[config.mk]
export PLATFORM = sky130hd
export DESIGN_NAME = lzw_ram
export DESIGN_NICKNAME = d
export VERILOG_FILES = /design/src/sv/lzw_compressor_macros.svh /design/src/sv/lzw_ram.sv
export SDC_FILE = /design/constraint.sdc
export NUM_CORES = 2
export LEC_CHECK = 0
export BUFFER_PORTS_ARGS = -buffer_cell sky130_fd_sc_hd__clkbuf_2
export CAP_MARGIN = 20
export CORE_UTILIZATION = 45
export CTS_CLUSTER_SIZE = 30
export DETAILED_ROUTE_END_ITERATION = 16
export PLACE_DENSITY = 0.66
export SETUP_SLACK_MARGIN = 0.3
export SYNTH_ARGS = -nofsm -noshare
export SYNTH_HDL_FRONTEND = slang
export SYNTH_SLANG_ARGS = --single-unit
export TNS_END_PERCENT = 100
[constraint.sdc]
create_clock -name i_clk -period 2.9 [get_ports i_clk]
set_input_delay 0.145 -clock i_clk [delete_from_list [all_inputs] [get_ports i_clk]]
set_output_delay 0.145 -clock i_clk [all_outputs]
set_load 0.005 [all_outputs]
[src/sv/lzw_compressor_macros.svh]
// Assertion helpers shared by the RTL files
`ifndef LZW_COMPRESSOR_MACROS_SVH
`define LZW_COMPRESSOR_MACROS_SVH

// Same-cycle implication, checked outside reset
`define LZW_ASSERT_NOW(label, clk, rst_n, ante, cons) \
    label: assert property (@(posedge clk) disable iff (!rst_n) (ante) |-> (cons)) \
        else $error("lzw assertion failed");

// Next-cycle implication, checked outside reset
`define LZW_ASSERT_NEXT(label, clk, rst_n, ante, cons) \
    label: assert property (@(posedge clk) disable iff (!rst_n) (ante) |=> (cons)) \
        else $error("lzw assertion failed");

`endif

[src/sv/lzw_ram.sv]
module lzw_ram #(
    parameter int WIDTH = 8,
    parameter int DEPTH = 256
) (
    input  logic                     i_clk,
    input  logic                     i_we,
    input  logic [$clog2(DEPTH)-1:0] i_waddr,
    input  logic [WIDTH-1:0]         i_wdata,
    input  logic                     i_re,
    input  logic [$clog2(DEPTH)-1:0] i_raddr,
    output logic [WIDTH-1:0]         o_rdata
);
    logic [WIDTH-1:0] r_mem [DEPTH];
    logic [WIDTH-1:0] r_rdata;

    always_ff @(posedge i_clk) begin
        if (i_we) begin
            r_mem[i_waddr] <= i_wdata;
        end
        if (i_re) begin
            r_rdata <= r_mem[i_raddr];
        end
    end

    assign o_rdata = r_rdata;
endmodule

# Word-level counts from Yosys, hierarchy flattened
# Memory sizes are Yosys's and may differ from the RTL's. A register that Yosys moved wholly into a read port is not among the register bits.
# Index checks and enable logic that the tools add are counted.
# word_totals
regBits	0
latchBits	0
ram_bits	2048
rom_bits	0
in_bits	27
output_inout_bits	8
elab_cells	3
mem_count	1
# memory_table
memory	depth	width	read_ports	rd_clocked_by_memory_dff	wr	line	source
r_mem	256	8	1	1	1	lzw_ram.sv:13	logic [WIDTH-1:0] r_mem [DEPTH];
# classes
addsub	0
mul	0
div	0
magnitude_cmp	0
n_eq_ne	0
shifts	0
n_mux	2
n_bitwise	0
reduce_logical	0
# op_table
op	count
1-bit 2-to-1 mux	2

# Depth between registers and ports, before layout
# logic_depth
word_depth	2
depth_mapped	11
ltp_nobuf	6

# Least setup slack after synthesis
# Ideal clock, no wire load.
# synth_path
path_type	input -> register
start	in i_raddr[0]
end	reg r_rdata[2] (netlist: o_rdata[2]) (read register of r_mem) (data pin)
setup_time_ps	269
t_arrival_ps	1952
required_ps	2631
setup_slack_ps	679
path_stages	9
path_cell_list	buf_6 > buf_12 > buf_8 > buf_2 > mux4_2 > a22oi_1 > a21oi_1 > nor4_1 > nor4_2
# synth_rtl
element	line	source
start, declared	lzw_ram.sv:10	input logic [$clog2(DEPTH)-1:0] i_raddr,
end, declared	lzw_ram.sv:14	logic [WIDTH-1:0] r_rdata;

==> results.json <==
{
  "fin_crit_sh_pct": 89.5,
  "fp-row-count": 154,
  "power_leakage_nw": 29.7,
  "ant_nets": 0,
  "nFillCells": 13399,
  "clk_pin_slew_ns": 0.06,
  "hp-class": "in -> reg",
  "fin_setup_tns_ns": 0,
  "clock.fmax_mhz": 385,
  "synth-edff-count": 2056,
  "yosysMostFrequentCell": "edfxtp_1",
  "antenna_found_initial": 6,
  "avgViaCountPerCell": 5.95,
  "grt_overflow": 0,
  "reg2reg_slack_ns": 0.30,
  "yosys.area.top_type": "edfxtp_1",
  "async_flop_share_pct": 0,
  "postCtsSetupBuffers": 0,
  "startpoint_type": "flip-flop",
  "cts_sinks": 2056,
  "drive_above_1_share_pct": 29.9,
  "timing.final.hold_violations": 0,
  "ys_seq_area_share_pct": 77.5,
  "dpl.hpwl_mm": 125,
  "drv_cap": 0,
  "ys.flop_type": "edfxtp_1",
  "routed-via-count": 40491,
  "period_needed_ns": 2.60,
  "drt_iter0_drc": 5079,
  "crit_required_ns": 3.44,
  "syn-instance-count": 3733,
  "first_global_vias": 40747,
  "worstMarginPinSlew_ns": 0.980,
  "whs_ns": 0.0974,
  "route.detailed.drc": 0,
  "outcome": "completed",
  "dp.cells": 6411,
  "ys_seq_elements": 2056,
  "dieArea_mm2": 0.179,
  "post_drt_wl_per_cell_um": 29.3,
  "cts-root-buf": "clkbuf_16",
  "slew_headroom_pct": 34.5,
  "slew_violations": 0,
  "finalInstanceArea_mm2": 0.0929,
  "die_y_um": 423,
  "syn_area_mm2": 0.0796,
  "intPower_mw": 48.5,
  "yosysWarnings": 0,
  "yosys.area_share.simple_pct": 2.63,
  "boundaryPins": 35,
  "syn2layout_area_growth_pct": 16.6,
  "clkLatencyLatePin_ns": 0.86,
  "coreArea_mm2": 0.176,
  "p_seq_share_pct": 53.3,
  "min_from": "i_waddr[0]",
  "timing.rr.end": "o_rdata[3]$_DFFE_PP_",
  "synth-adder-area-share_pct": 0,
  "avgSynthCellArea_um2": 21.3,
  "path_class": "reg -> reg",
  "grt_max_degree": 101,
  "cts_buffer_depth": 3,
  "hold_depth": 4,
  "pwr-share-comb_pct": 5.2,
  "fin_worst_skew_ns": 0.0565,
  "htreeDepth": 4,
  "reg2reg_from": "r_mem[208][3]$_DFFE_PP_",
  "synth_compound_area_share_pct": 3.42,
  "die_x_um": 423,
  "setup_violations": 0,
  "drt_wl_total_mm": 199,
  "synth_top_area_share_pct": 77.5,
  "critPathArrivalTime_ns": 3.14,
  "globalplace.congestion": 0.835,
  "synth_mux_area_share_pct": 14.6,
  "synthesis.nets": 3760,
  "p_total_mw": 61.6,
  "critPathMaxFanout": 1,
  "endpoint_kind": "flip-flop",
  "clockPowerShare_pct": 41.6,
  "first_pass_iters": 5,
  "cts_tree": "built",
  "grt_pass1_wl_mm": 288,
  "vdd_drop_max_mv": 0.691,
  "synth_top_family_by_area": "multiplexers",
  "final_net_count": 4316,
  "r2r_cells": 6,
  "hold_end": "r_mem[151][3]$_DFFE_PP_",
  "io_buffers": 34,
  "multi_input_area_mm2": 0.0165,
  "placed_cell_area_mm2": 0.0862,
  "swShare_pct": 21.3,
  "synthDistinctLibCells": 54,
  "yosys.area_share.xor_xnor_pct": 0,
  "start_util_pct": 45.3,
  "cts_buffers": 203,
  "synth_common_cells": "edfxtp_1, mux4_2, nor2_1",
  "power.density_mw_per_mm2": 664,
  "synth.area.top_cells": "edfxtp_1, mux4_2, mux2i_1",
  "switching_power_mw": 13.1,
  "grt.total_usage_pct": 22.3,
  "regArea_mm2": 0.0617,
  "stdcell_count": 6802,
  "rsz0062_at_grt": "true"
}
==> stage by stage <==
stage / worst slack [ns] / util [%]
floorplan: 0.679 / -
global placement: -0.765 / 49.0
detailed placement: -0.798 / 49.0
CTS: 0.299 / 52.8
global route: 0.294 / 52.8
finish: 0.304 / 52.8
==> repair_timing <==
action | in CTS | in global routing
pin swaps | 0 | 0
endpoints found under the hold margin | 624 | 0
hold buffers | 13 | 0
gates resized for setup | 6 | 2
endpoints found under the setup margin | 4 | 3
==> power groups by stage <==
stage	Combinational [mW]	Sequential [mW]	Clock [mW]
2_1_floorplan	1.59	33.4	0
3_3_place_gp	3.15	33.4	0
3_5_place_dp	3.19	33.4	0
4_1_cts	3.22	32.8	26.0
5_1_grt	3.36	32.8	27.0
6_report	3.20	32.8	25.6
==> logic make-up after synthesis <==
kind of cell / count (synthesis)
compound gates: 385
flops: 2056
mux: 591
simple gates: 466
buf+inv: 235
==> cells in the final DEF, fill, tap and decap left out, types with 5 or more instances in the layout <==
cell type,Yosys,final
edfxtp_1,2056,2056
buf_4,27,479
mux4_2,454,454
nor2_1,282,279
clkbuf_16,0,204
mux2i_1,134,134
a22oi_1,133,133
a21oi_1,96,96
buf_12,8,60
clkinv_1,1,50
o221ai_1,46,46
clkbuf_1,111,44
clkinv_2,0,35
nand3_1,34,34
nand2_1,33,33
o22ai_1,28,28
nor2b_1,31,28
clkbuf_2,0,22
nor4_1,24,21
nor3_1,22,20
bufinv_16,0,17
a211oi_1,16,16
dlygate4sd3_1,0,13
a221oi_1,13,12
nand4_1,10,10
o211ai_1,10,10
o21ai_0,10,10
nand2b_1,8,8
a22o_1,8,8
inv_6,0,8
buf_8,13,7
and2_1,6,6
nor4_2,3,6
clkinvlp_4,0,6
o22a_1,5,5
clkinv_16,0,5
==> critical path, stage by stage, from the launching register on <==
cell and delay (ns):
edfxtp_1 0.36, mux4_2 0.46, a22o_1 0.26, a221oi_1 0.42
o32ai_1 0.25, nor3_4 0.42, nor4_1 0.12
==> routing by layer <==
metal | up-vias | track usage, % | routed length (µm)
met5 | - | 0 | 20
met4 | 2 | 7.25 | 6120
met3 | 314 | 4.34 | 16200
met2 | 1786 | 35.7 | 97100
met1 | 21566 | 30.9 | 79600
li1 | 16823 | - | -
==> flip-flops by register name, indices dropped and copies added (netlist names) <==
name,flops
r_mem,2048
o_rdata,8
==> layout make-up <==
cell class / count / area share (%)
inverter: 2 / 0.00808
timing repair buffer: 584 / 5.58
clock buffer: 248 / 5.67
multi-input combinational: 1442 / 17.8
clock inverter: 126 / 1.31
tap: 2340 / 3.15
antenna: 4 / 0.0108
sequential: 2056 / 66.5
==> worst max-delay path by stage <==
stage                      endpoint                     from  cells after the start
6_report       o_rdata[3]$_DFFE_PP_  r_mem[208][3]$_DFFE_PP_                      6
3_3_place_gp   o_rdata[5]$_DFFE_PP_               i_raddr[0]                     10
4_1_cts        o_rdata[5]$_DFFE_PP_  r_mem[208][5]$_DFFE_PP_                      6
2_1_floorplan  o_rdata[2]$_DFFE_PP_               i_raddr[0]                      9
3_5_place_dp   o_rdata[5]$_DFFE_PP_               i_raddr[0]                     10
5_1_grt        o_rdata[5]$_DFFE_PP_  r_mem[208][5]$_DFFE_PP_                      6
(Power assumes the default switching activity.)
