## src/sv/lzw_compressor_macros.svh

```systemverilog
// Assertion helpers shared by the RTL files
`ifndef LZW_COMPRESSOR_MACROS_SVH
`define LZW_COMPRESSOR_MACROS_SVH

// Same-cycle implication, checked outside reset
`define LZW_ASSERT_NOW(label, clk, rst_n, ante, cons) \
    label: assert property (@(posedge clk) disable iff (!rst_n) (ante) |-> (cons)) \
        else $error("lzw assertion failed");

// Next-cycle implication, checked outside reset
`define LZW_ASSERT_NEXT(label, clk, rst_n, ante, cons) \
    label: assert property (@(posedge clk) disable iff (!rst_n) (ante) |=> (cons)) \
        else $error("lzw assertion failed");

`endif

```

## src/sv/lzw_pkg.sv

```systemverilog
package lzw_pkg;

    localparam int MAX_CODE_BITS  = 12;
    localparam int INIT_CODE_BITS = 9;
    localparam int DICT_DEPTH     = 1 << MAX_CODE_BITS;
    localparam int CHILD_AW       = MAX_CODE_BITS + 8;
    localparam int CHILD_DEPTH    = 1 << CHILD_AW;
    localparam int KEY_W          = MAX_CODE_BITS + 8;
    localparam int NEXT_W         = MAX_CODE_BITS + 1;
    localparam int ACC_W          = KEY_W;
    localparam int CNT_W          = 5;
    localparam int APB_ADDR_W     = 3;

    localparam logic [NEXT_W-1:0] FIRST_FREE = NEXT_W'(257);
    localparam logic [3:0]        WIDTH_INIT = 4'(INIT_CODE_BITS);
    localparam logic [3:0]        WIDTH_MAX  = 4'(MAX_CODE_BITS);
    localparam logic [7:0]        HDR_BYTE   = 8'(INIT_CODE_BITS);

    localparam logic KIND_DATA = 1'b0;
    localparam logic KIND_END  = 1'b1;

    localparam logic REG_MAX_WIDTH = 1'b0;

    typedef enum logic [2:0] {
        ST_IDLE,
        ST_HDR,
        ST_LOOK,
        ST_VERIFY,
        ST_EMIT,
        ST_DONE
    } t_state;

    typedef struct packed {
        logic       valid;
        logic [7:0] data;
        logic       last;
    } t_push;

endpackage

```

## src/sv/lzw_apb.sv

```systemverilog
module lzw_apb (
    input  logic                           i_clk,
    input  logic                           i_rst_n,
    input  logic                           psel,
    input  logic                           penable,
    input  logic                           pwrite,
    input  logic [lzw_pkg::APB_ADDR_W-1:0] paddr,
    input  logic [31:0]                    pwdata,
    output logic [31:0]                    prdata,
    output logic                           pready,
    output logic [3:0]                     o_max_width
);
    import lzw_pkg::*;

    logic [3:0] r_max_width;
    logic       w_sel_max;

    assign w_sel_max = (paddr[2] == REG_MAX_WIDTH);

    always_ff @(posedge i_clk) begin
        if (!i_rst_n) begin
            r_max_width <= WIDTH_MAX;
        end else if (psel && penable && pwrite && w_sel_max) begin
            r_max_width <= pwdata[3:0];
        end
    end

    assign pready      = 1'b1;
    assign prdata      = w_sel_max ? {28'd0, r_max_width} : 32'd0;
    assign o_max_width = r_max_width;
endmodule

```

## config.mk

```make
export PLATFORM = sky130hd
export DESIGN_NAME = lzw_apb
export DESIGN_NICKNAME = d
export VERILOG_FILES = /design/src/sv/lzw_compressor_macros.svh /design/src/sv/lzw_pkg.sv /design/src/sv/lzw_apb.sv
export SDC_FILE = /design/constraint.sdc
export NUM_CORES = 1
export LEC_CHECK = 0
export ABC_AREA = 1
export BUFFER_PORTS_ARGS = -buffer_cell sky130_fd_sc_hd__buf_2
export CORE_MARGIN = 1
export CORE_UTILIZATION = 27
export CTS_BUF_LIST = sky130_fd_sc_hd__clkbuf_4
export DETAILED_ROUTE_END_ITERATION = 10
export PLACE_DENSITY_LB_ADDON = 0.1
export SYNTH_ARGS = -nofsm -noshare
export SYNTH_HDL_FRONTEND = slang
export SYNTH_SLANG_ARGS = --single-unit
```

## constraint.sdc

```tcl
create_clock -name i_clk -period 0.8 [get_ports i_clk]
set_input_delay 0.16 -clock i_clk [delete_from_list [all_inputs] [get_ports i_clk]]
set_output_delay 0.16 -clock i_clk [all_outputs]
set_load 0.05 [all_outputs]
```

* Yosys cells after proc, flatten, opt, wreduce, memory -nomap -nowiden
Index checks and enable logic that the tools add are counted.
** Word-level totals
- Bits of input ports :: 40
- Logic and storage cells :: 6
- Register bits :: 4
- Output and inout bits :: 37
** Cells by class
- Bitwise gates (word level) :: 1
- Reduce and logical (&&, ||, !) cells :: 3
- Mux-type cells :: 1
** Operators with widths (count)
- 2-to-1 mux 4 bit :: 1
- logical AND 1 bit :: 3
- inverter 1 bit :: 1

* Logic depth before layout (Yosys ltp)
Gate-level depths: netlist of run 1.
- Depth after elaboration :: 3
- Gate-level depth with buffers :: 5
- Depth with buffers taken out :: 5

* Worst setup path after synthesis of run 1
Ideal clock, no wire load.
- Kind :: reg2out
- Start point :: register r_max_width[0], in the netlist o_max_width[0]
- End point :: output port prdata[0]
- Slack :: -724 ps
- Arrival :: 1364 ps
- Required time :: 640 ps
- Stages on the path, launching flop included :: 3
- Path buffers :: 0
- Path through :: dfxtp_1 -> inv_1 -> nor2_1
** On the way
- Longest elaborated chain between the ends :: 1
** Ends and longest elaborated chain
- start, declared :: line lzw_apb.sv:15 : logic [3:0] r_max_width;
- start signal, assigned :: line lzw_apb.sv:24 : r_max_width <= pwdata[3:0];
- 2-to-1 mux 4 bit :: line lzw_apb.sv:29 : assign prdata = w_sel_max ? {28'd0, r_max_width} : 32'd0;
- end, declared :: line lzw_apb.sv:9 : output logic [31:0] prdata,
No other way between the ends.

* Worst setup path after layout of run 1
- Start point :: register r_max_width[2], in the netlist o_max_width[2]
- End point :: output port prdata[2]
The elaborated chain is that of the path after synthesis.

==> run_results.csv, run 1 <==
group,metric,value,unit
outcome,status,"finished with violations",
outcome,violations,"negative setup slack",
place,dp_hpwl,562,um
drt,vias,350,
sta,rsz0062_at_grt,"true",
sta,finalWorstSetupSlack,-0.205,ns
sta,setup_viol,8,
yosys,synth_cell_type_count,12,
power,leakagePower,0.000334,uW
clock_network,cts_tree,"done",
drt,vias_per_cell,3.43,
yosys,yosysSeqAreaShare,17.8,%
clock_network,clock_latency,0.23,ns
drt,wl_per_cell,6.14,um
die,start_util,29.6,%
clock_network,path_clk_slew,0.03,ns
yosys,syn_area_per_cell,6.72,sq um
setup_path,crit_buf_inv,2,
die,dieArea,1840,sq um
die,io_pins,77,
yosys,synth-seq-cells,4,
place,dp_slack,-0.0755,ns
setup_path,critPathSlowestCell,"dfxtp_4",
yosys,netlist_area,450,sq um
die,die_w,42.8,um
setup_path,crit_chain,"inv_2, nor2_4, buf_6",
global_route,grt_usage,8.12,%
setup_path,arrival,0.85,ns
setup_path,crit_path_start_kind,"flop",
worst_hold_path,hold_path.class,"primary input to flop",
sta,skew,0,ns
clock_network,cts.sinks,4,
flow_run,maxCapViolCount,0,
power,peakVddDrop,504,uV
sta,finalHoldViolations,0,
setup_path,rrSetupSlack,0.20,ns
global_route,grt_max_degree,7,
global_route,antenna_found_initial,0,
clock_network,clock-root-buffer,"clkbuf_4",
sta,period_minus_slack,1.01,ns
sta,finalMaxSlewViolations,0,
yosys,synthCells,67,
sta,fin_crit_sh,126,%
global_route,grt_first_pass_wirelength,1.12,mm
finish,n_fill_cell,170,
clock_network,clk_path_buf_depth,2,
drt,ant_nets,0,
setup_path,worstSetupPathType,"flop to primary output",
drt,drt-initial-drc-count,5,
setup_path,crit_fanout,3,
place,gp_congestion,0.643,
sta,max_clock_freq,995,MHz
power,power_density,1610,nW/um^2
finish,drive_gt1_share,44.2,%
global_route,first_global_vias,289,
finish,largest_register_ffs,4,
drt,drc,0,
setup_path,cpPeakStageDelay,0.36,ns
global_route,overflow,0,
die,rows,14,
yosys,yosys_warnings,0,
place,port_buffers,17,
clock_network,cts_max_level,1,
finish,multi_input_area,250,sq um
finish,n_antenna_cell,0,
setup_path,critical_path.top_delay_family,"flip-flops",
power,total_power,925,uW
finish,syn_to_final_growth,27.8,%
drt,drt-total-wl,626,um
finish,seqCellArea,95.1,sq um
die,die_h,42.8,um
clock_network,numCtsBuffers,3,
setup_path,critPathRequiredTime,0.64,ns
finish,final_nets,128,
setup_path,end_kind,"primary output",
die,core,1520,sq um
drt,dr.pass1.iters,4,
sta,hold_slack,0.149,ns
## layer usage
| layer | global-route usage, % | part of all wire (%) | vias to the layer above |
|---|---|---|---|
| li1 | - | - | 176 |
| met1 | 7.44 | 33 | 147 |
| met5 | 0 | 0 | - |
| met3 | 3.40 | 12 | 0 |
| met2 | 14.2 | 55 | 27 |
| met4 | 5.63 | 0 | 0 |
## final cells by class
class	instances	area share, %
inverter	9	5.87
timing repair buffer	18	26.7
tap	16	3.48
sequential	4	16.5
multi-input combinational	52	43.5
clock buffer	3	3.91
## kinds of logic (layout without fill, tap and decap cells)
group,count (synthesis),in the layout,share of synthesized area (%)
other,2,29,1.67
flip-flops,4,4,17.8
AND/OR/NAND/NOR,23,23,24.7
buffers and inverters,38,30,55.8
## where the power goes
part	leakage, uW	switching (uW)	internal, uW
combinational	0.000286	408	73.1
clock	0.0000138	69.2	167
sequential	0.0000340	7.87	200
total	0.000334	485	440
## worst register-to-register path, stage by stage, from the launching register on
cell     delay (ns)
dfxtp_4        0.34
nor2_1         0.11
nor2_1         0.05
## cells in the final DEF, fill, tap and decap left out
cell type,count
dfxtp_4,4
buf_8,3
clkbuf_4,3
nor2_1,4
buf_6,5
inv_2,5
nand2_2,1
nand3_1,4
buf_4,1
nor2_2,1
nor2_4,5
buf_2,9
inv_1,4
nand2_1,7
conb_1,29
nand2_4,1
## cells in the mapped netlist, drive strengths merged
cell type / count / share of area, %
buf: 29 / 48
conb: 2 / 1.7
dfxtp: 4 / 18
inv: 9 / 7.5
nand2: 9 / 9.7
nand3: 4 / 4.4
nor2: 10 / 11
## final timing paths
check,startpoint,end,cells after the start
worst max-delay path,o_max_width[2]$_SDFFE_PN1P_,prdata[2],3
worst min-delay path,pwdata[3],o_max_width[3]$_SDFFE_PN1P_,3
worst max register to register,o_max_width[0]$_SDFFE_PN0P_,o_max_width[0]$_SDFFE_PN0P_,2
worst min register to register,o_max_width[3]$_SDFFE_PN1P_,o_max_width[3]$_SDFFE_PN1P_,2
## metrics by stage
| step | instance area [sq um] | cells | setup TNS, ns | utilization [%] |
|---|---|---|---|---|
| 6_report | 576 | 102 | -1.24 | 37.8 |
| 5_1_grt | 576 | 102 | -1.56 | 37.8 |
| 4_1_cts | 554 | 102 | -1.48 | 36.4 |
| 3_5_place_dp | 484 | 98 | -0.393 | 31.8 |
| 3_3_place_gp | 484 | 98 | -0.383 | 31.8 |
| 2_1_floorplan | 597 | 94 | -0.524 | - |
## timing repair
item,CTS,global route
buffers inserted,1,0
pin swaps,4,0
resized for setup,13,7
setup endpoints to repair,8,8
hold buffers,0,0
cloned,0,0
hold endpoints to repair,0,0
Power figures use the tool's default switching activity.
==> run 2: changes to the inputs <==
Settings changed: CORE_UTILIZATION 27 to 30, PLACE_DENSITY set to 0.87, PLACE_DENSITY_LB_ADDON 0.1 to unset, SETUP_SLACK_MARGIN set to 0.4.
Clock period 0.8 ns to 1.2 ns, I/O delays scaled along.
==> run 2 against run 1 <==
The flow now finishes without violations. Sequential power shrank 34%. Via count shrank 1.7%. Count of clock-buffer cells in the layout is the same. Die area shrank 9.5%. Non-clock buffer count is the same. Worst hold slack gained 0.074 ns. Critical endpoint is now prdata[1].
==> run_results.csv, run 2 (synthesis results as in run 1) <==
group,metric,value,unit
outcome,status,"finished clean",
flow_run,maxCapViolCount,0,
sta,finalMaxSlewViolations,0,
die,io_pins,77,
power,peakVddDrop,442,uV
drt,vias_per_cell,3.41,
sta,skew,0,ns
drt,drt-total-wl,691,um
die,start_util,33.4,%
finish,drive_gt1_share,44.2,%
clock_network,numCtsBuffers,3,
clock_network,clock_latency,0.23,ns
die,core,1350,sq um
sta,fin_crit_sh,92.7,%
sta,finalSetupTns,0,ns
setup_path,worstSetupPathType,"flop to primary output",
setup_path,crit_fanout,3,
setup_path,crit_path_start_kind,"flop",
sta,finalHoldViolations,0,
clock_network,clock-root-buffer,"clkbuf_4",
setup_path,critPathRequiredTime,0.96,ns
clock_network,path_clk_slew,0.03,ns
die,rows,13,
drt,ant_nets,0,
die,die_h,40.8,um
power,p_int,295,uW
finish,layout_commonest_cell,"conb_1",
finish,n_antenna_cell,0,
global_route,grt_usage,9.22,%
global_route,overflow,0,
power,p_comb_share,51.6,%
place,port_buffers,17,
sta,max_clock_freq,899,MHz
power,p_seq_share,22.0,%
clock_network,cts.sinks,4,
drt,dr.pass1.iters,2,
finish,largest_register_ffs,4,
sta,hold_slack,0.223,ns
power,leakagePower,0.000334,uW
sta,rsz0062_at_grt,"true",
drt,vias,344,
place,dp_hpwl,588,um
sta,period_minus_slack,1.11,ns
clock_network,cts_max_level,1,
global_route,grt_max_degree,7,
die,die_w,40.8,um
power,pwr-share-clk,26.3,%
clock_network,clk_path_buf_depth,2,
die,dieArea,1660,sq um
finish,final_nets,128,
clock_network,cts-hold-fix-buffers,0,
finish,fin_util,42.8,%
power,power_density,1090,nW/um^2
worst_hold_path,hold_path.class,"primary input to flop",
setup_path,arrival,0.87,ns
drt,wl_per_cell,6.84,um
drt,drc,0,
finish,final_cell_mix,"conb_1 (29), buf_2 (9), nand2_1 (7)",
setup_path,end_kind,"primary output",
place,gp_congestion,0.749,
power,p_switching,332,uW
global_route,antenna_found_initial,0,
sta,setup_viol,0,
power,swShare,52.9,%
global_route,first_global_vias,245,
drt,drt-initial-drc-count,4,
finish,syn_to_final_growth,28.3,%
global_route,grt_first_pass_wirelength,972,um
clock_network,cts_tree,"done",
run 2: cell counts in the layout (fill, tap and decap cells not counted):
No cell type changed its count.
run 2: worst max-delay path, cell delays in order (launching register included):
cell,delay [ns]
dfxtp_4,0.35
inv_2,0.04
nor2_4,0.10
buf_8,0.15
run 2: power groups by stage:
stage | registers, uW | clock network [uW] | logic, uW
floorplan | 156 | 0 | 322
global placement | 139 | 0 | 300
detailed placement | 139 | 0 | 302
CTS | 138 | 175 | 313
global route | 139 | 187 | 342
finish | 138 | 165 | 324
run 2: stage by stage:
| stage | cells | setup slack [ns] | power [uW] | area [sq um] |
|---|---|---|---|---|
| after detailed placement | 97 | 0.176 | 441 | 483 |
| final | 101 | 0.0882 | 627 | 578 |
| after floorplan | 94 | 0.189 | 478 | 597 |
| after global routing | 101 | 0.0531 | 668 | 578 |
| after global placement | 97 | 0.187 | 439 | 483 |
| after CTS | 100 | 0.0982 | 625 | 537 |
run 2: worst paths after layout:
path	start	to	slack, ns	depth (start not counted)
setup / recovery	o_max_width[1]$_SDFFE_PN0P_	prdata[1]	0.09	3
setup reg to reg	o_max_width[1]$_SDFFE_PN0P_	o_max_width[1]$_SDFFE_PN0P_	0.59	2
hold reg to reg	o_max_width[3]$_SDFFE_PN1P_	o_max_width[3]$_SDFFE_PN1P_	0.50	2
hold / removal	pwdata[3]	o_max_width[3]$_SDFFE_PN1P_	0.22	3
run 2: per-layer routing:
layer	global-route usage [%]	wire length, um	share of wire (%)	up-vias
met2	13.1	352	51	28
li1	-	-	-	177
met5	0	0	0	-
met3	3.26	69	10	2
met1	11.0	254	37	137
met4	7.50	16	2.3	0
run 2: final cells by class:
class	instances	area, sq um
tap	15	18.8
timing repair buffer	18	158
multi-input combinational	52	250
inverter	9	33.8
clock buffer	3	22.5
sequential	4	95.1
fill	143	772
run 2: repair_timing:
| item | in CTS | in global routing |
|---|---|---|
| gates resized for setup | 10 | 13 |
| setup endpoints to repair | 8 | 8 |
| pin swaps | 4 | 2 |
| setup buffers | 0 | 1 |
==> run 3: changes to the inputs <==
Settings changed: BUFFER_PORTS_ARGS -buffer_cell sky130_fd_sc_hd__buf_2 to unset, CORE_AREA set to 2 2 39 41, CORE_MARGIN 1 to unset, CORE_UTILIZATION 30 to unset, CTS_CLUSTER_SIZE set to 25, DIE_AREA set to 0 0 41 43, DONT_BUFFER_PORTS set to 1, PLACE_DENSITY 0.87 to unset.
==> run 3 against run 2 <==
Utilization shrank 6.9 points. Final cell count decreased by 12%. Via count fell by 11%. Largest cell class unchanged. Highest routed layer is now met3.
==> run_results.csv, run 3 (synthesis results as in run 1) <==
group,metric,value,unit
finish,final_nets,115,
clock_network,cts-hold-fix-buffers,0,
power,power_density,1170,nW/um^2
drt,drt-initial-drc-count,1,
drt,drc,0,
setup_path,critPathSlowestCell,"dfxtp_4",
clock_network,clk_path_buf_depth,2,
power,total_power,583,uW
sta,hold_slack,0.110,ns
setup_path,crit_buf_inv,1,
die,die_h,43,um
setup_path,rr_worst_depth,4,
power,leakagePower,0.000277,uW
finish,layout_commonest_cell,"conb_1",
setup_path,r2r-start,"o_max_width[0]$_SDFFE_PN0P_",
drt,drt-total-wl,635,um
drt,ant_nets,0,
finish,fin_cells,89,
setup_path,crit_fanout,2,
setup_path,startpoint,"o_max_width[2]$_SDFFE_PN1P_",
setup_path,critical_path.top_delay_family,"flip-flops",
setup_path,arrival,0.87,ns
die,rows,14,
setup_path,rr_endpoint,"o_max_width[0]$_SDFFE_PN0P_",
worst_hold_path,hold_path.class,"primary input to flop",
clock_network,cts_max_level,1,
place,dp_hpwl,545,um
place,port_buffers,0,
setup_path,crit_chain,"inv_2, nor2_4",
setup_path,crit_end,"prdata[2]",
setup_path,cpPeakStageDelay,0.34,ns
drt,vias_per_cell,3.45,
setup_path,crit_path_start_kind,"flop",
clock_network,clock_latency,0.23,ns
clock_network,clock-root-buffer,"clkbuf_4",
place,place_area,429,sq um
setup_path,end_kind,"primary output",
die,dieArea,1760,sq um
place,gp_congestion,0.489,
drt,vias,307,
finish,drive_gt1_share,37.0,%
flow_run,maxCapViolCount,0,
sta,finalHoldViolations,0,
die,start_util,32.5,%
sta,setup_viol,0,
sta,finalSetupTns,0,ns
drt,dr.pass1.iters,2,
sta,period_minus_slack,1.11,ns
die,core,1380,sq um
sta,finalMaxSlewViolations,0,
finish,n_fill_cell,161,
sta,fin_crit_sh,92.6,%
die,io_pins,77,
sta,skew,0,ns
sta,max_clock_freq,900,MHz
clock_network,path_clk_slew,0.03,ns
drt,wl_per_cell,7.13,um
setup_path,crit_cells,2,
global_route,grt_usage,6.32,%
power,peakVddDrop,267,uV
outcome,status,"finished clean",
clock_network,cts.sinks,4,
die,die_w,41,um
global_route,first_global_vias,238,
finish,largest_register_ffs,4,
sta,rsz0062_at_grt,"true",
global_route,antenna_found_initial,0,
global_route,overflow,0,
place,placed_cells,85,
setup_path,critPathRequiredTime,0.96,ns
global_route,grt_first_pass_wirelength,745,um
finish,final_cell_mix,"conb_1 (29), nand2_1 (7), nor2_4 (6), inv_2 (5)",
finish,stdcell_area,497,sq um
setup_path,rrSetupSlack,0.37,ns
clock_network,numCtsBuffers,3,
finish,n_antenna_cell,0,
clock_network,cts_tree,"done",
setup_path,worstSetupPathType,"flop to primary output",
global_route,grt_max_degree,7,
finish,syn_to_final_growth,10.3,%
run 3: cell types whose count changed in the layout (fill, tap and decap cells not counted):
cell / previous run / this run
nor2_2: 1 / 2
buf_4: 2 / 1
nor2_4: 5 / 6
buf_8: 5 / 1
buf_12: 0 / 1
buf_2: 9 / 0
nor2_1: 4 / 2
run 3: layout make-up:
class | count | area (sq um) | share of cell area [%]
well taps | 16 | 20.0 | 4.03
flip-flops and latches | 4 | 95.1 | 19.1
repair buffers | 5 | 65.1 | 13.1
clock buffers | 3 | 22.5 | 4.53
multi-input cells | 52 | 260 | 52.4
inverters | 9 | 33.8 | 6.80
run 3: per-stage QoR:
step           setup WS [ns]  util [%]
5_1_grt               0.0555      35.9
3_3_place_gp           0.318      31.0
3_5_place_dp           0.316      31.0
2_1_floorplan          0.189         -
4_1_cts               0.0839      34.0
6_report              0.0890      35.9
run 3: repair_timing:
| action | in CTS | in global routing |
|---|---|---|
| resized for setup | 3 | 7 |
| setup endpoints to repair | 8 | 11 |
| pin swaps | 4 | 1 |
| hold endpoints to repair | 0 | 0 |
| buffers inserted | 1 | 0 |
run 3: worst min path at each step:
stage                  from                     endpoint  depth (start not counted)
floorplan           i_rst_n  o_max_width[2]$_SDFFE_PN1P_                          1
global placement    i_rst_n  o_max_width[2]$_SDFFE_PN1P_                          1
detailed placement  i_rst_n  o_max_width[3]$_SDFFE_PN1P_                          1
CTS                 i_rst_n  o_max_width[3]$_SDFFE_PN1P_                          1
global route        i_rst_n  o_max_width[3]$_SDFFE_PN1P_                          1
finish              i_rst_n  o_max_width[3]$_SDFFE_PN1P_                          1
run 3: where the power goes:
| part | total (uW) | leakage, uW | internal, uW | switching (uW) |
|---|---|---|---|---|
| combinational | 290 | 0.000229 | 30.4 | 260 |
| sequential | 137 | 0.0000340 | 133 | 3.77 |
| clock | 156 | 0.0000138 | 111 | 45.0 |
| total | 583 | 0.000277 | 275 | 309 |
run 3: layer usage:
| layer | vias up | routed length [um] | global-route usage [%] |
|---|---|---|---|
| met5 | - | 0 | 0 |
| met4 | 0 | 0 | 6.00 |
| met3 | 0 | 101 | 0 |
| met2 | 25 | 378 | 14.1 |
| met1 | 132 | 155 | 2.88 |
| li1 | 150 | - | - |
