$ cat src/sv/lzw_compressor_macros.svh
// Assertion helpers shared by the RTL files
`ifndef LZW_COMPRESSOR_MACROS_SVH
`define LZW_COMPRESSOR_MACROS_SVH

// Same-cycle implication, checked outside reset
`define LZW_ASSERT_NOW(label, clk, rst_n, ante, cons) \
    label: assert property (@(posedge clk) disable iff (!rst_n) (ante) |-> (cons)) \
        else $error("lzw assertion failed");

// Next-cycle implication, checked outside reset
`define LZW_ASSERT_NEXT(label, clk, rst_n, ante, cons) \
    label: assert property (@(posedge clk) disable iff (!rst_n) (ante) |=> (cons)) \
        else $error("lzw assertion failed");

`endif

$ cat src/sv/lzw_pkg.sv
package lzw_pkg;

    localparam int MAX_CODE_BITS  = 12;
    localparam int INIT_CODE_BITS = 9;
    localparam int DICT_DEPTH     = 1 << MAX_CODE_BITS;
    localparam int CHILD_AW       = MAX_CODE_BITS + 8;
    localparam int CHILD_DEPTH    = 1 << CHILD_AW;
    localparam int KEY_W          = MAX_CODE_BITS + 8;
    localparam int NEXT_W         = MAX_CODE_BITS + 1;
    localparam int ACC_W          = KEY_W;
    localparam int CNT_W          = 5;
    localparam int APB_ADDR_W     = 3;

    localparam logic [NEXT_W-1:0] FIRST_FREE = NEXT_W'(257);
    localparam logic [3:0]        WIDTH_INIT = 4'(INIT_CODE_BITS);
    localparam logic [3:0]        WIDTH_MAX  = 4'(MAX_CODE_BITS);
    localparam logic [7:0]        HDR_BYTE   = 8'(INIT_CODE_BITS);

    localparam logic KIND_DATA = 1'b0;
    localparam logic KIND_END  = 1'b1;

    localparam logic REG_MAX_WIDTH = 1'b0;

    typedef enum logic [2:0] {
        ST_IDLE,
        ST_HDR,
        ST_LOOK,
        ST_VERIFY,
        ST_EMIT,
        ST_DONE
    } t_state;

    typedef struct packed {
        logic       valid;
        logic [7:0] data;
        logic       last;
    } t_push;

endpackage

$ cat src/sv/lzw_if.sv


interface lzw_out_if;
    logic       valid;
    logic       ready;
    logic [7:0] out_byte;
    logic       last_of_run;

    modport source (output valid, output out_byte, output last_of_run, input ready);
    modport sink (input valid, input out_byte, input last_of_run, output ready);
endinterface

$ cat src/sv/lzw_outq.sv
module lzw_outq (
    input  logic              i_clk,
    input  logic              i_rst_n,
    input  lzw_pkg::t_push    i_push,
    output logic              o_room,
    lzw_out_if.source         o_out
);
    import lzw_pkg::*;

    logic [8:0] r_mem [4];
    logic [1:0] r_wp;
    logic [1:0] r_rp;
    logic [2:0] r_count;
    logic       w_pop;

    assign w_pop = o_out.valid && o_out.ready;

    always_ff @(posedge i_clk) begin
        if (i_push.valid) begin
            r_mem[r_wp] <= {i_push.data, i_push.last};
        end
    end

    always_ff @(posedge i_clk) begin
        if (!i_rst_n) begin
            r_wp    <= '0;
            r_rp    <= '0;
            r_count <= '0;
        end else begin
            if (i_push.valid) begin
                r_wp <= r_wp + 2'd1;
            end
            if (w_pop) begin
                r_rp <= r_rp + 2'd1;
            end
            r_count <= r_count + 3'(i_push.valid) - 3'(w_pop);
        end
    end

    // an item yields at most three bytes
    assign o_room            = (r_count <= 3'd1);
    assign o_out.valid       = (r_count != 3'd0);
    assign o_out.out_byte    = r_mem[r_rp][8:1];
    assign o_out.last_of_run = r_mem[r_rp][0];

`include "lzw_compressor_macros.svh"

    `LZW_ASSERT_NOW(a_no_overflow, i_clk, i_rst_n, i_push.valid, r_count != 3'd4)
    `LZW_ASSERT_NEXT(a_count_step, i_clk, i_rst_n, i_push.valid && !w_pop,
        r_count == $past(r_count) + 3'd1)
    `LZW_ASSERT_NOW(a_empty_ptrs, i_clk, i_rst_n, r_count == 3'd0, r_wp == r_rp)
endmodule

$ cat src/flat_wrapper.sv
// flat-port wrapper written by rule: the top's interface ports become plain ports
module lzw_outq_flat import lzw_pkg::*;
  (i_clk, i_rst_n, i_push, o_room, o_out_valid, o_out_out_byte, o_out_last_of_run, o_out_ready);
  lzw_out_if o_out_i ();
  input  logic i_clk;
  input  logic i_rst_n;
  input  lzw_pkg::t_push i_push;
  output logic o_room;
  output wire logic [$bits(o_out_i.valid)-1:0] o_out_valid;
  output wire logic [$bits(o_out_i.out_byte)-1:0] o_out_out_byte;
  output wire logic [$bits(o_out_i.last_of_run)-1:0] o_out_last_of_run;
  input wire logic [$bits(o_out_i.ready)-1:0] o_out_ready;
  assign o_out_valid = o_out_i.valid;
  assign o_out_out_byte = o_out_i.out_byte;
  assign o_out_last_of_run = o_out_i.last_of_run;
  assign o_out_i.ready = o_out_ready;
  lzw_outq u_core (.i_clk(i_clk), .i_rst_n(i_rst_n), .i_push(i_push), .o_room(o_room), .o_out(o_out_i));
endmodule
$ cat config.mk
export PLATFORM = sky130hd
export DESIGN_NAME = lzw_outq_flat
export DESIGN_NICKNAME = d
export VERILOG_FILES = /design/src/sv/lzw_pkg.sv /design/src/sv/lzw_if.sv /design/src/sv/lzw_outq.sv /design/src/flat_wrapper.sv
export VERILOG_INCLUDE_DIRS = /design/src /design/src/sv
export SDC_FILE = /design/constraint.sdc
export NUM_CORES = 1
export LEC_CHECK = 0
export ABC_CLOCK_PERIOD_IN_PS = 2410
export BUFFER_PORTS_ARGS = -buffer_cell sky130_fd_sc_hd__clkbuf_2
export CORE_MARGIN = 5
export CORE_UTILIZATION = 30
export CTS_CLUSTER_DIAMETER = 150
export DETAILED_ROUTE_END_ITERATION = 8
export MAX_ROUTING_LAYER = met4
export PLACE_DENSITY = 0.53
export SYNTH_ARGS = -nofsm -noshare
export SYNTH_HDL_FRONTEND = slang
export SYNTH_SLANG_ARGS = --single-unit
$ cat constraint.sdc
create_clock -name i_clk -period 2.41 [get_ports i_clk]
set_clock_uncertainty 0.05 [all_clocks]
set_input_delay 0.482 -clock i_clk [delete_from_list [all_inputs] [get_ports i_clk]]
set_output_delay 0.482 -clock i_clk [all_outputs]
set_load 0.01 [all_outputs]
---- After elaboration in Yosys (flattened, before gate mapping) ----
Memory sizes are Yosys's and may differ from the RTL's. A register that Yosys moved wholly into a read port is not among the register bits.
Index checks and enable logic that the tools add are counted.
cells by class
  reduce and logical (&&, ||, !) cells .... 2
  multiplexer cells ....................... 4
  order comparisons ....................... 1
  add/subtract/negate cells ............... 4
operators by type and width
  operator             number
  $add 2x1->2 const B  2
  $mux 2               2
  $add 3x1->3          1
  $le 3x1->1 const B   1
  $reduce_bool 3->1    1
  $sub 3x1->3          1
  $mux 1               2
  $logic_and 1x1->1    1
storage, ports and cells
  RAM bits ................................ 36
  memories ................................ 1
  bits in registers ....................... 7
  word-level logic and storage cells ...... 15
memory list
  memory        words  width  read ports  clocked after memory_dff  write ports  line            source
  u_core.r_mem  4      9      1           1                         1            lzw_outq.sv:10  logic [8:0] r_mem [4];

---- Logic depth before layout (Yosys ltp) ----
Gate-level depths: netlist of run 1.
  word-level depth ........................ 4
  mapped depth ............................ 8
  gate-level depth less buffers ........... 8

---- Worst setup path before layout of run 1 ----
Ideal clock, no wire load.
  kind .................................... flip-flop to flip-flop
  start ................................... reg u_core.r_count[1]
  end ..................................... reg u_core.r_count[2]
  slack ................................... 415 ps
  setup time .............................. 115 ps
  data arrival time ....................... 1830 ps
  cell stages (with the launch flop) ...... 9
  path buffers ............................ 0
  cell sequence ........................... dfxtp_1 o31a_1 ha_1 inv_1 ha_1 inv_1 fa_1 xor2_1 and2_1
between the ends
  word-level cells in the longest chain between the ends .. 3
  elaborated cells on any way between the ends .. 4
RTL lines
  what                    line            source
  from (decl)             lzw_outq.sv:13  logic [2:0] r_count;
  from (signal assigned)  lzw_outq.sv:36  r_count <= r_count + 3'(i_push.valid) - 3'(w_pop);
  $reduce_bool 3->1       lzw_outq.sv:42  assign o_out.valid = (r_count != 3'd0);
  $logic_and 1x1->1       lzw_outq.sv:16  assign w_pop = o_out.valid && o_out.ready;
  net u_core.w_pop        lzw_outq.sv:14  logic w_pop;
  $sub 3x1->3             lzw_outq.sv:36
The timed path passes the listed nets, and every way through them passes these cells.
A chain may end at the register's enable or synchronous reset.

---- Worst setup path after layout of run 1 ----
Same ends and word-level chain as after synthesis.

==> results of run 1 <==
-- worst max path at each step --
stage,slack [ps],start,cells after the start,to
2_1_floorplan,410,u_core.r_count[1]$_SDFF_PN0_,8,u_core.r_count[2]$_SDFF_PN0_
3_3_place_gp,340,o_out_ready,9,u_core.r_count[2]$_SDFF_PN0_
3_5_place_dp,260,o_out_ready,9,u_core.r_count[2]$_SDFF_PN0_
4_1_cts,300,u_core.r_count[1]$_SDFF_PN0_,8,u_core.r_count[2]$_SDFF_PN0_
5_1_grt,150,u_core.r_count[1]$_SDFF_PN0_,8,u_core.r_count[2]$_SDFF_PN0_
6_report,310,u_core.r_count[1]$_SDFF_PN0_,8,u_core.r_count[2]$_SDFF_PN0_
-- flip-flops by register name (all words and copies together), names as in the netlist, named ones only --
| signal | count |
|---|---|
| u_core.r_wp | 2 |
| u_core.r_mem | 36 |
| u_core.r_count | 3 |
| u_core.r_rp | 2 |
-- power by group through the flow --
stage          clock network (mW)  registers [mW]  logic, mW
3_3_place_gp                    0           0.971      0.470
6_report                    0.546           0.960      0.475
2_1_floorplan                   0           0.957      0.349
4_1_cts                     0.562           0.960      0.489
5_1_grt                     0.602           0.967      0.540
3_5_place_dp                    0           0.978      0.487
-- worst max-delay path: cells and delay by family, from the launching register on --
kind / cells / cell delay [ps]
xor+xnor: 1 / 170
buf+inv: 2 / 110
fa+ha+maj: 3 / 800
compound gates: 1 / 370
simple gates: 1 / 150
flops: 1 / 360
-- synthesized netlist by cell type (all sizes together), types with 2 or more instances --
cell type and n:
mux4 9, xor2 2, edfxtp 36, mux2i 4, nor2b 2, ha 8
nand2b 2, inv 7, nand2 3, and2 7, dfxtp 9
-- cells by family after synthesis --
family,after synthesis,synth area share [%]
buf+inv,9,2.37
flops,45,70.2
compound gates,3,1.53
simple gates,15,4.73
fa+ha+maj,9,6.69
xor+xnor,2,0.975
mux,13,13.5
-- through the flow --
step	utilization [%]	setup slack [ps]	area (sq um)	power [mW]
floorplan	-	415	1800	1.31
global placement	33.9	339	2000	1.44
detailed placement	33.9	262	2000	1.47
CTS	35.8	299	2110	2.01
global route	35.8	154	2110	2.11
finish	35.8	308	2110	1.98
-- layer usage --
layer  vias to the layer above  GRT usage (%)
met1                       434           9.79
met3                         7           3.50
li1                        421              -
met5                         -              -
met4                         0           4.18
met2                        24           14.2
-- cell type report --
| type | instances | area [sq um] | share of cell area [%] |
|---|---|---|---|
| flip-flops and latches | 45 | 1260 | 59.8 |
| multi-input cells | 42 | 493 | 23.4 |
| repair buffers | 24 | 123 | 5.82 |
| well taps | 75 | 93.8 | 4.45 |
| clock buffers | 6 | 72.6 | 3.44 |
| clock inverters | 2 | 38.8 | 1.84 |
| inverters | 7 | 26.3 | 1.25 |
==> flow_metrics.tcl, run 1 <==
set metrics [dict create \
    drtAntennaViolNets 0 \
    hold-worst-slack_ps 358 \
    rrSetupSlack_ps 310 \
    antennaDiodeCount 0 \
    clockBufferDepth 2 \
    die_w_um 87.4 \
    final_cells 201 \
    track_usage_pct 8.94 \
    clk_pin_slew_ps 80 \
    syn_nets 118 \
    cts_buffers 5 \
    fin_nets 147 \
    post_cts_resized 0 \
    r2r-start "u_core.r_count[1]$_SDFF_PN0_" \
    syn_area_per_cell_sq_um 18.7 \
    yosysSeqAreaShare_pct 70.2 \
    synth_area_leader_cell "edfxtp_1" \
    routed.top_layer "met4" \
    fmax_mhz 476 \
    power.net_switching_uw 520 \
    finalHoldViolCount 0 \
    portBuffers 23 \
    max_stage_delay_ps 370 \
    postSynthCellCount 96 \
    antenna_found_initial 0 \
    wl_met2_um 1480 \
    drt_iter0_drc 66 \
    fp.dieArea_sq_um 7640 \
    core-area_sq_um 5890 \
    overflow 0 \
    maxCapViolCount 0 \
    arrival_ps 2240 \
    min_from "i_push[8]" \
    grt_pass1_vias 996 \
    vias 886 \
    reg2reg_depth 8 \
    synth_edf_count 36 \
    wl_per_cell_um 14.4 \
    slew_headroom_pct 67.4 \
    cp-end-kind "flop" \
    gp_congestion 0.787 \
    ys_seq_elements 45 \
    synth_top_area_share_pct 60.2 \
    combinationalPowerShare_pct 24.0 \
    crit_fanout 4 \
    syn-cell-area_sq_um 1800 \
    cts_setup_buffers 0 \
    reg2reg_to "u_core.r_count[2]$_SDFF_PN0_" \
    drt_first_pass_iters 4 \
    cts.sinks 45 \
    dp_hpwl_um 2070 \
    drive_gt1_share_pct 31.7 \
    fin_crit_ps 2100 \
    hold-path-cell-count 1 \
    clk_latency_ps 290 \
    most-common-layout-cells "edfxtp_1 (36), clkbuf_2 (23), mux4_2 (9), dfxtp_1 (9), ha_1 (8)" \
    crit_path_top_delay_cell "o31a_1" \
    h-tree-depth 2 \
    wl_met1_um 1170 \
    dp.cells 193 \
    rows 28 \
    path_cells "o31a_1, ha_1, inv_1, ha_1, inv_1, fa_1, xor2_1, and2_1" \
    ioPinCount 24 \
    switching_share_pct 26.2 \
    ir_worst_vdd_mv 0.372 \
    worstSetupPathType "flop to flop" \
    die_height_um 87.4 \
    yosysWarningCount 0 \
    cts_tree "yes" \
    fillCellCount 564 \
    tightest_slew_ps 489 \
    rsz0062_at_grt "no" \
    synthTopCellsByArea "edfxtp_1 (60%), mux4_2 (11%), dfxtp_1 (10%)" \
    syn_to_final_growth_pct 17.3 \
    via_per_inst 4.41 \
    cts_root_buf "clkbuf_8" \
    finalSetupViolCount 0 \
    required_ps 2550 \
    finalCritPeriodShare_pct 87.2 \
    power_frac_seq_pct 48.5 \
    wl_met3_um 188 \
    routed_wl_um 2890 \
    dominantRegCellSynth "edfxtp_1" \
    p_per_area_nw_per_um2 940 \
    pwr-share-clk_pct 27.6 \
    min_to "u_core.r_mem[0][8]$_DFFE_PP_" \
    cts-hold-fix-buffers 0 \
    grt_pass1_wl_um 4760 \
    final_common_cell "edfxtp_1" \
    status "completed" \
    p_int_mw 1.46 \
    hold_class "primary input to flop" \
    drc 0 \
    synthArstFlopShare_pct 0 \
    finalSetupTns_ps 0 \
    ys_types 18 \
    initial_utilization_pct 30.5 \
    grt_max_degree 15 \
    drv_slew 0 \
    worstSetupStartpointType "flop" \
    cellLeakagePower_nw 0.774 \
]
No activity file was read; power rests on OpenSTA's default activity.
==> run 2: changes to the inputs <==
--- a/config.mk
+++ b/config.mk
@@ -8,6 +8,7 @@
 export LEC_CHECK = 0
 export ABC_CLOCK_PERIOD_IN_PS = 2410
 export BUFFER_PORTS_ARGS = -buffer_cell sky130_fd_sc_hd__clkbuf_2
+export CORE_ASPECT_RATIO = 1.2
 export CORE_MARGIN = 5
 export CORE_UTILIZATION = 30
 export CTS_CLUSTER_DIAMETER = 150
==> run 2 against run 1 <==
Net effect: final area up 0.36%; wire length up 2.5%; die area about the same; clock power down 0.7%; via count up 4.4%; combinational power down 0.8%; sequential power about the same; clock-buffer cell count down 1; first-iteration DRC count down 50%; worst hold slack better by 8.5 ps; critical path depth unchanged; global-route usage about the same.
==> flow_metrics.tcl, run 2 (synthesis gave the netlist of run 1 again) <==
set metrics [dict create \
    status "completed" \
    slew_headroom_pct 65.3 \
    max_stage_delay_ps 370 \
    cts-hold-fix-buffers 0 \
    portBuffers 23 \
    cts_root_buf "clkbuf_8" \
    arrival_ps 2210 \
    worstSetupPathType "flop to flop" \
    rows 31 \
    min_from "i_push[5]" \
    die_height_um 94.8 \
    final_core_util_pct 35.7 \
    drv_slew 0 \
    gp_congestion 0.682 \
    regMostFlops "u_core.r_mem" \
    fp.dieArea_sq_um 7640 \
    cts.sinks 45 \
    crit_fanout 4 \
    dp_hpwl_um 2110 \
    core-area_sq_um 5930 \
    most-common-layout-cells "edfxtp_1 (36), clkbuf_2 (23), mux4_2 (9), dfxtp_1 (9), ha_1 (8)" \
    hold-path-cell-count 1 \
    wl_per_cell_um 14.2 \
    antennaDiodeCount 0 \
    grt_pass1_wl_um 4910 \
    via_per_inst 4.45 \
    reg2reg_to "u_core.r_count[2]$_SDFF_PN0_" \
    vias 925 \
    grt_pass1_vias 1046 \
    rrSetupSlack_ps 330 \
    rsz0062_at_grt "no" \
    ir_worst_vdd_mv 0.416 \
    maxCapViolCount 0 \
    drive_gt1_share_pct 31.7 \
    finalHoldViolCount 0 \
    routed_wl_um 2960 \
    clk_latency_ps 290 \
    largest_reg_flops 36 \
    p_per_area_nw_per_um2 932 \
    required_ps 2540 \
    cp-end-kind "flop" \
    h-tree-depth 2 \
    r2r-start "u_core.r_count[1]$_SDFF_PN0_" \
    drtAntennaViolNets 0 \
    drt_iter0_drc 33 \
    min_to "u_core.r_mem[0][5]$_DFFE_PP_" \
    clockBufferDepth 2 \
    crit_path_top_delay_cell "fa_1" \
    final_cells 208 \
    antenna_found_initial 0 \
    fmax_mhz 481 \
    drt_first_pass_iters 4 \
    syn_to_final_growth_pct 17.8 \
    hold_class "primary input to flop" \
    finalSetupTns_ps 0 \
    finalPower_mw 1.97 \
    grt_max_degree 15 \
    post_cts_resized 0 \
    fin_crit_ps 2080 \
    cts_setup_buffers 0 \
    overflow 0 \
    finalCritPeriodShare_pct 86.3 \
    drc 0 \
    finalSetupViolCount 0 \
    die_w_um 80.6 \
    fin_nets 147 \
    path_cells "o31a_1, ha_1, inv_1, ha_1, inv_1, fa_1, xor2_1, and2_1" \
    final_common_cell "edfxtp_1" \
    cts_buffers 5 \
    reg.largest.list "u_core.r_mem x36, u_core.r_count x3" \
    dp.cells 200 \
    cts_tree "yes" \
    clk_pin_slew_ps 80 \
    tightest_slew_ps 521 \
    worstSetupStartpointType "flop" \
    cellLeakagePower_nw 0.771 \
    ioPinCount 24 \
    reg2reg_depth 8 \
    initial_utilization_pct 30.3 \
    track_usage_pct 8.91 \
]
-- run 2: cell count changes in the layout (fill, tap and decap cells not counted) --
cell,before,now
clkinv_1,0,1
clkinv_4,1,0
clkinvlp_4,0,1
clkbuf_1,1,0
-- run 2: through the flow --
step / hold slack [ps] / area [sq um] / worst slack, ps
finish: 366 / 2120 / 331
global route: 361 / 2120 / 228
CTS: 355 / 2120 / 311
detailed placement: 438 / 2010 / 285
global placement: 412 / 2010 / 343
floorplan: 399 / 1800 / 415
-- run 2: worst max-delay path, delay by kind of cell, from the launching register on --
kind	cells	cell delay, ps
buffers and inverters	2	100
DFF	1	350
AOI/OAI and AO/OA	1	360
xor gates and xnor gates	1	160
adders and majority gates	3	800
and+or+nand+nor	1	140
-- run 2: worst max-delay path by stage --
stage                                 startpoint                            to  depth (start not counted)  slack (ps)
floorplan           u_core.r_count[1]$_SDFF_PN0_  u_core.r_count[2]$_SDFF_PN0_                          8         410
global placement                     o_out_ready  u_core.r_count[2]$_SDFF_PN0_                          9         340
detailed placement                   o_out_ready  u_core.r_count[2]$_SDFF_PN0_                          9         280
CTS                 u_core.r_count[1]$_SDFF_PN0_  u_core.r_count[2]$_SDFF_PN0_                          8         310
global route        u_core.r_count[1]$_SDFF_PN0_  u_core.r_count[2]$_SDFF_PN0_                          8         230
finish              u_core.r_count[1]$_SDFF_PN0_  u_core.r_count[2]$_SDFF_PN0_                          8         330
-- run 2: layout make-up --
type / count / area [sq um]
inverter: 7 / 26.3
timing repair buffer: 24 / 123
clock inverter: 3 / 41.3
tap: 82 / 103
clock buffer: 5 / 68.8
fill: 578 / 3820
sequential: 45 / 1260
multi-input combinational: 42 / 493
-- run 2: power breakdown --
| group | switching (mW) | internal (mW) | leakage [nW] |
|---|---|---|---|
| registers | 0.0497 | 0.910 | 0.405 |
| logic | 0.231 | 0.240 | 0.314 |
| clock network | 0.237 | 0.305 | 0.0518 |
-- run 2: layer usage --
layer / track usage (%) / vias up / wire, um
li1: - / 417 / -
met1: 9.56 / 478 / 1210
met2: 15.2 / 25 / 1540
met3: 3.24 / 5 / 166
met4: 2.96 / 0 / 39
met5: - / - / 0
==> run 3: changes to the inputs <==
--- a/config.mk
+++ b/config.mk
@@ -15,6 +15,7 @@
 export DETAILED_ROUTE_END_ITERATION = 8
 export MAX_ROUTING_LAYER = met4
 export PLACE_DENSITY = 0.53
+export REMOVE_ABC_BUFFERS = 1
 export SYNTH_ARGS = -nofsm -noshare
 export SYNTH_HDL_FRONTEND = slang
 export SYNTH_SLANG_ARGS = --single-unit
==> run 3 against run 2 <==
Net effect: worst setup slack lost 17 ps; highest routed layer unchanged; critical endpoint unchanged; first-iteration DRC count is 73% higher; flip-flop and latch count unchanged; sequential power about the same; non-clock buffer count did not move; total power is 0.60% lower.
==> flow_metrics.tcl, run 3 (synthesis gave the netlist of run 1 again) <==
set metrics [dict create \
    status "completed" \
    worstSetupPathType "flop to flop" \
    tightest_slew_ps 510 \
    reg2reg_depth 8 \
    routed_wl_um 2880 \
    drv_slew 0 \
    cts_tree "yes" \
    antenna_found_initial 0 \
    via_per_inst 4.26 \
    arrival_ps 2230 \
    reg.largest.list "u_core.r_mem x36, u_core.r_count x3" \
    regMostFlops "u_core.r_mem" \
    ioPinCount 24 \
    post_cts_resized 0 \
    max_stage_delay_ps 370 \
    gp_congestion 0.788 \
    drt_first_pass_iters 3 \
    finalCritPeriodShare_pct 87.0 \
    vias 881 \
    place_ws_ps 273 \
    antennaDiodeCount 0 \
    maxCapViolCount 0 \
    rsz0062_at_grt "no" \
    finalSetupViolCount 0 \
    cts-hold-fix-buffers 0 \
    drtAntennaViolNets 0 \
    slew_headroom_pct 66.0 \
    die_w_um 80.6 \
    clk_pin_slew_ps 80 \
    global_route.peak_usage_layer "met2" \
    largest_reg_flops 36 \
    grt_max_degree 14 \
    drt_iter0_drc 57 \
    crit_path_top_delay_cell "o31a_1" \
    syn_to_final_growth_pct 17.4 \
    cts.sinks 45 \
    rows 31 \
    cellLeakagePower_nw 0.773 \
    path_cells "o31a_1, ha_1, inv_1, ha_1, inv_1, fa_1, xor2_1, and2_1" \
    portBuffers 23 \
    core-area_sq_um 5930 \
    clk_latency_ps 280 \
    finalHoldViolCount 0 \
    clockBufferDepth 2 \
    wl_per_cell_um 13.9 \
    fin_nets 147 \
    setup_ws_ps 314 \
    track_usage_pct 8.87 \
    die_height_um 94.8 \
    worstSetupStartpointType "flop" \
    cts_root_buf "clkbuf_8" \
    cts_setup_buffers 0 \
    p_per_area_nw_per_um2 930 \
    hold-worst-slack_ps 360 \
    ir_worst_vdd_mv 0.400 \
    initial_utilization_pct 30.3 \
    fin_crit_ps 2100 \
    final_common_cell "edfxtp_1" \
    hold-path-cell-count 1 \
    h-tree-depth 2 \
    gr-usage-met3_pct 3.05 \
    crit_fanout 4 \
    most-common-layout-cells "edfxtp_1 (36), clkbuf_2 (23), mux4_2 (9), dfxtp_1 (9), ha_1 (8)" \
    finalSetupTns_ps 0 \
    dp_hpwl_um 2030 \
    grt_pass1_vias 1000 \
    fp.dieArea_sq_um 7640 \
    required_ps 2540 \
    hold_class "primary input to flop" \
    grtUsageMet1_pct 9.37 \
    drive_gt1_share_pct 32.0 \
    fmax_mhz 477 \
    cp-end-kind "flop" \
    cts_buffers 5 \
    grt_pass1_wl_um 4750 \
    drc 0 \
    gr-usage-met2_pct 15.0 \
    overflow 0 \
]
## run 3: cell count changes in the layout (fill, tap and decap cells not counted)
cell | before | now
clkinvlp_4 | 1 | 0
clkinv_1 | 1 | 0
clkinv_2 | 0 | 1
## run 3: routing by layer
layer,part of all wire [%],vias up
met1,41,436
li1,-,415
met5,0,-
met3,5.4,5
met2,53,25
met4,1.2,0
## run 3: worst max-delay path, delay by kind of cell, from the launching register on
family / cells / cell delay (ps)
AOI/OAI and AO/OA: 1 / 370
xor gates and xnor gates: 1 / 160
adders and majority gates: 3 / 800
buffers and inverters: 2 / 100
DFF: 1 / 360
and+or+nand+nor: 1 / 150
## run 3: stage by stage
| stage | cells | area (sq um) | utilization (%) | total power, mW |
|---|---|---|---|---|
| finish | 207 | 2110 | 35.5 | 1.96 |
| global route | 207 | 2110 | 35.5 | 2.08 |
| CTS | 207 | 2110 | 35.5 | 1.99 |
| detailed placement | 200 | 2010 | 33.8 | 1.46 |
| global placement | 200 | 2010 | 33.8 | 1.44 |
| floorplan | 94 | 1780 | - | 1.29 |
## run 3: final cells by class
type | count | area (sq um)
Multi-Input combinational cell | 42 | 493
Sequential cell | 45 | 1260
Clock buffer | 5 | 68.8
Timing Repair Buffer | 24 | 123
Clock inverter | 2 | 35.0
Inverter | 7 | 26.3
Fill cell | 575 | 3820
Tap cell | 82 | 103
## run 3: worst paths after layout
kind / start / endpoint / slack [ps]
worst max-delay path: u_core.r_count[1]$_SDFF_PN0_ / u_core.r_count[2]$_SDFF_PN0_ / 310
worst min-delay path: i_push[1] / u_core.r_mem[0][1]$_DFFE_PP_ / 360
worst max register to register: u_core.r_count[1]$_SDFF_PN0_ / u_core.r_count[2]$_SDFF_PN0_ / 310
worst min register to register: u_core.r_rp[1]$_SDFFE_PN0P_ / u_core.r_rp[1]$_SDFFE_PN0P_ / 440
## run 3: where the power goes
| part | internal [mW] | leakage [nW] | switching, mW |
|---|---|---|---|
| Sequential | 0.910 | 0.405 | 0.0478 |
| Combinational | 0.240 | 0.314 | 0.229 |
| Clock | 0.301 | 0.0540 | 0.233 |
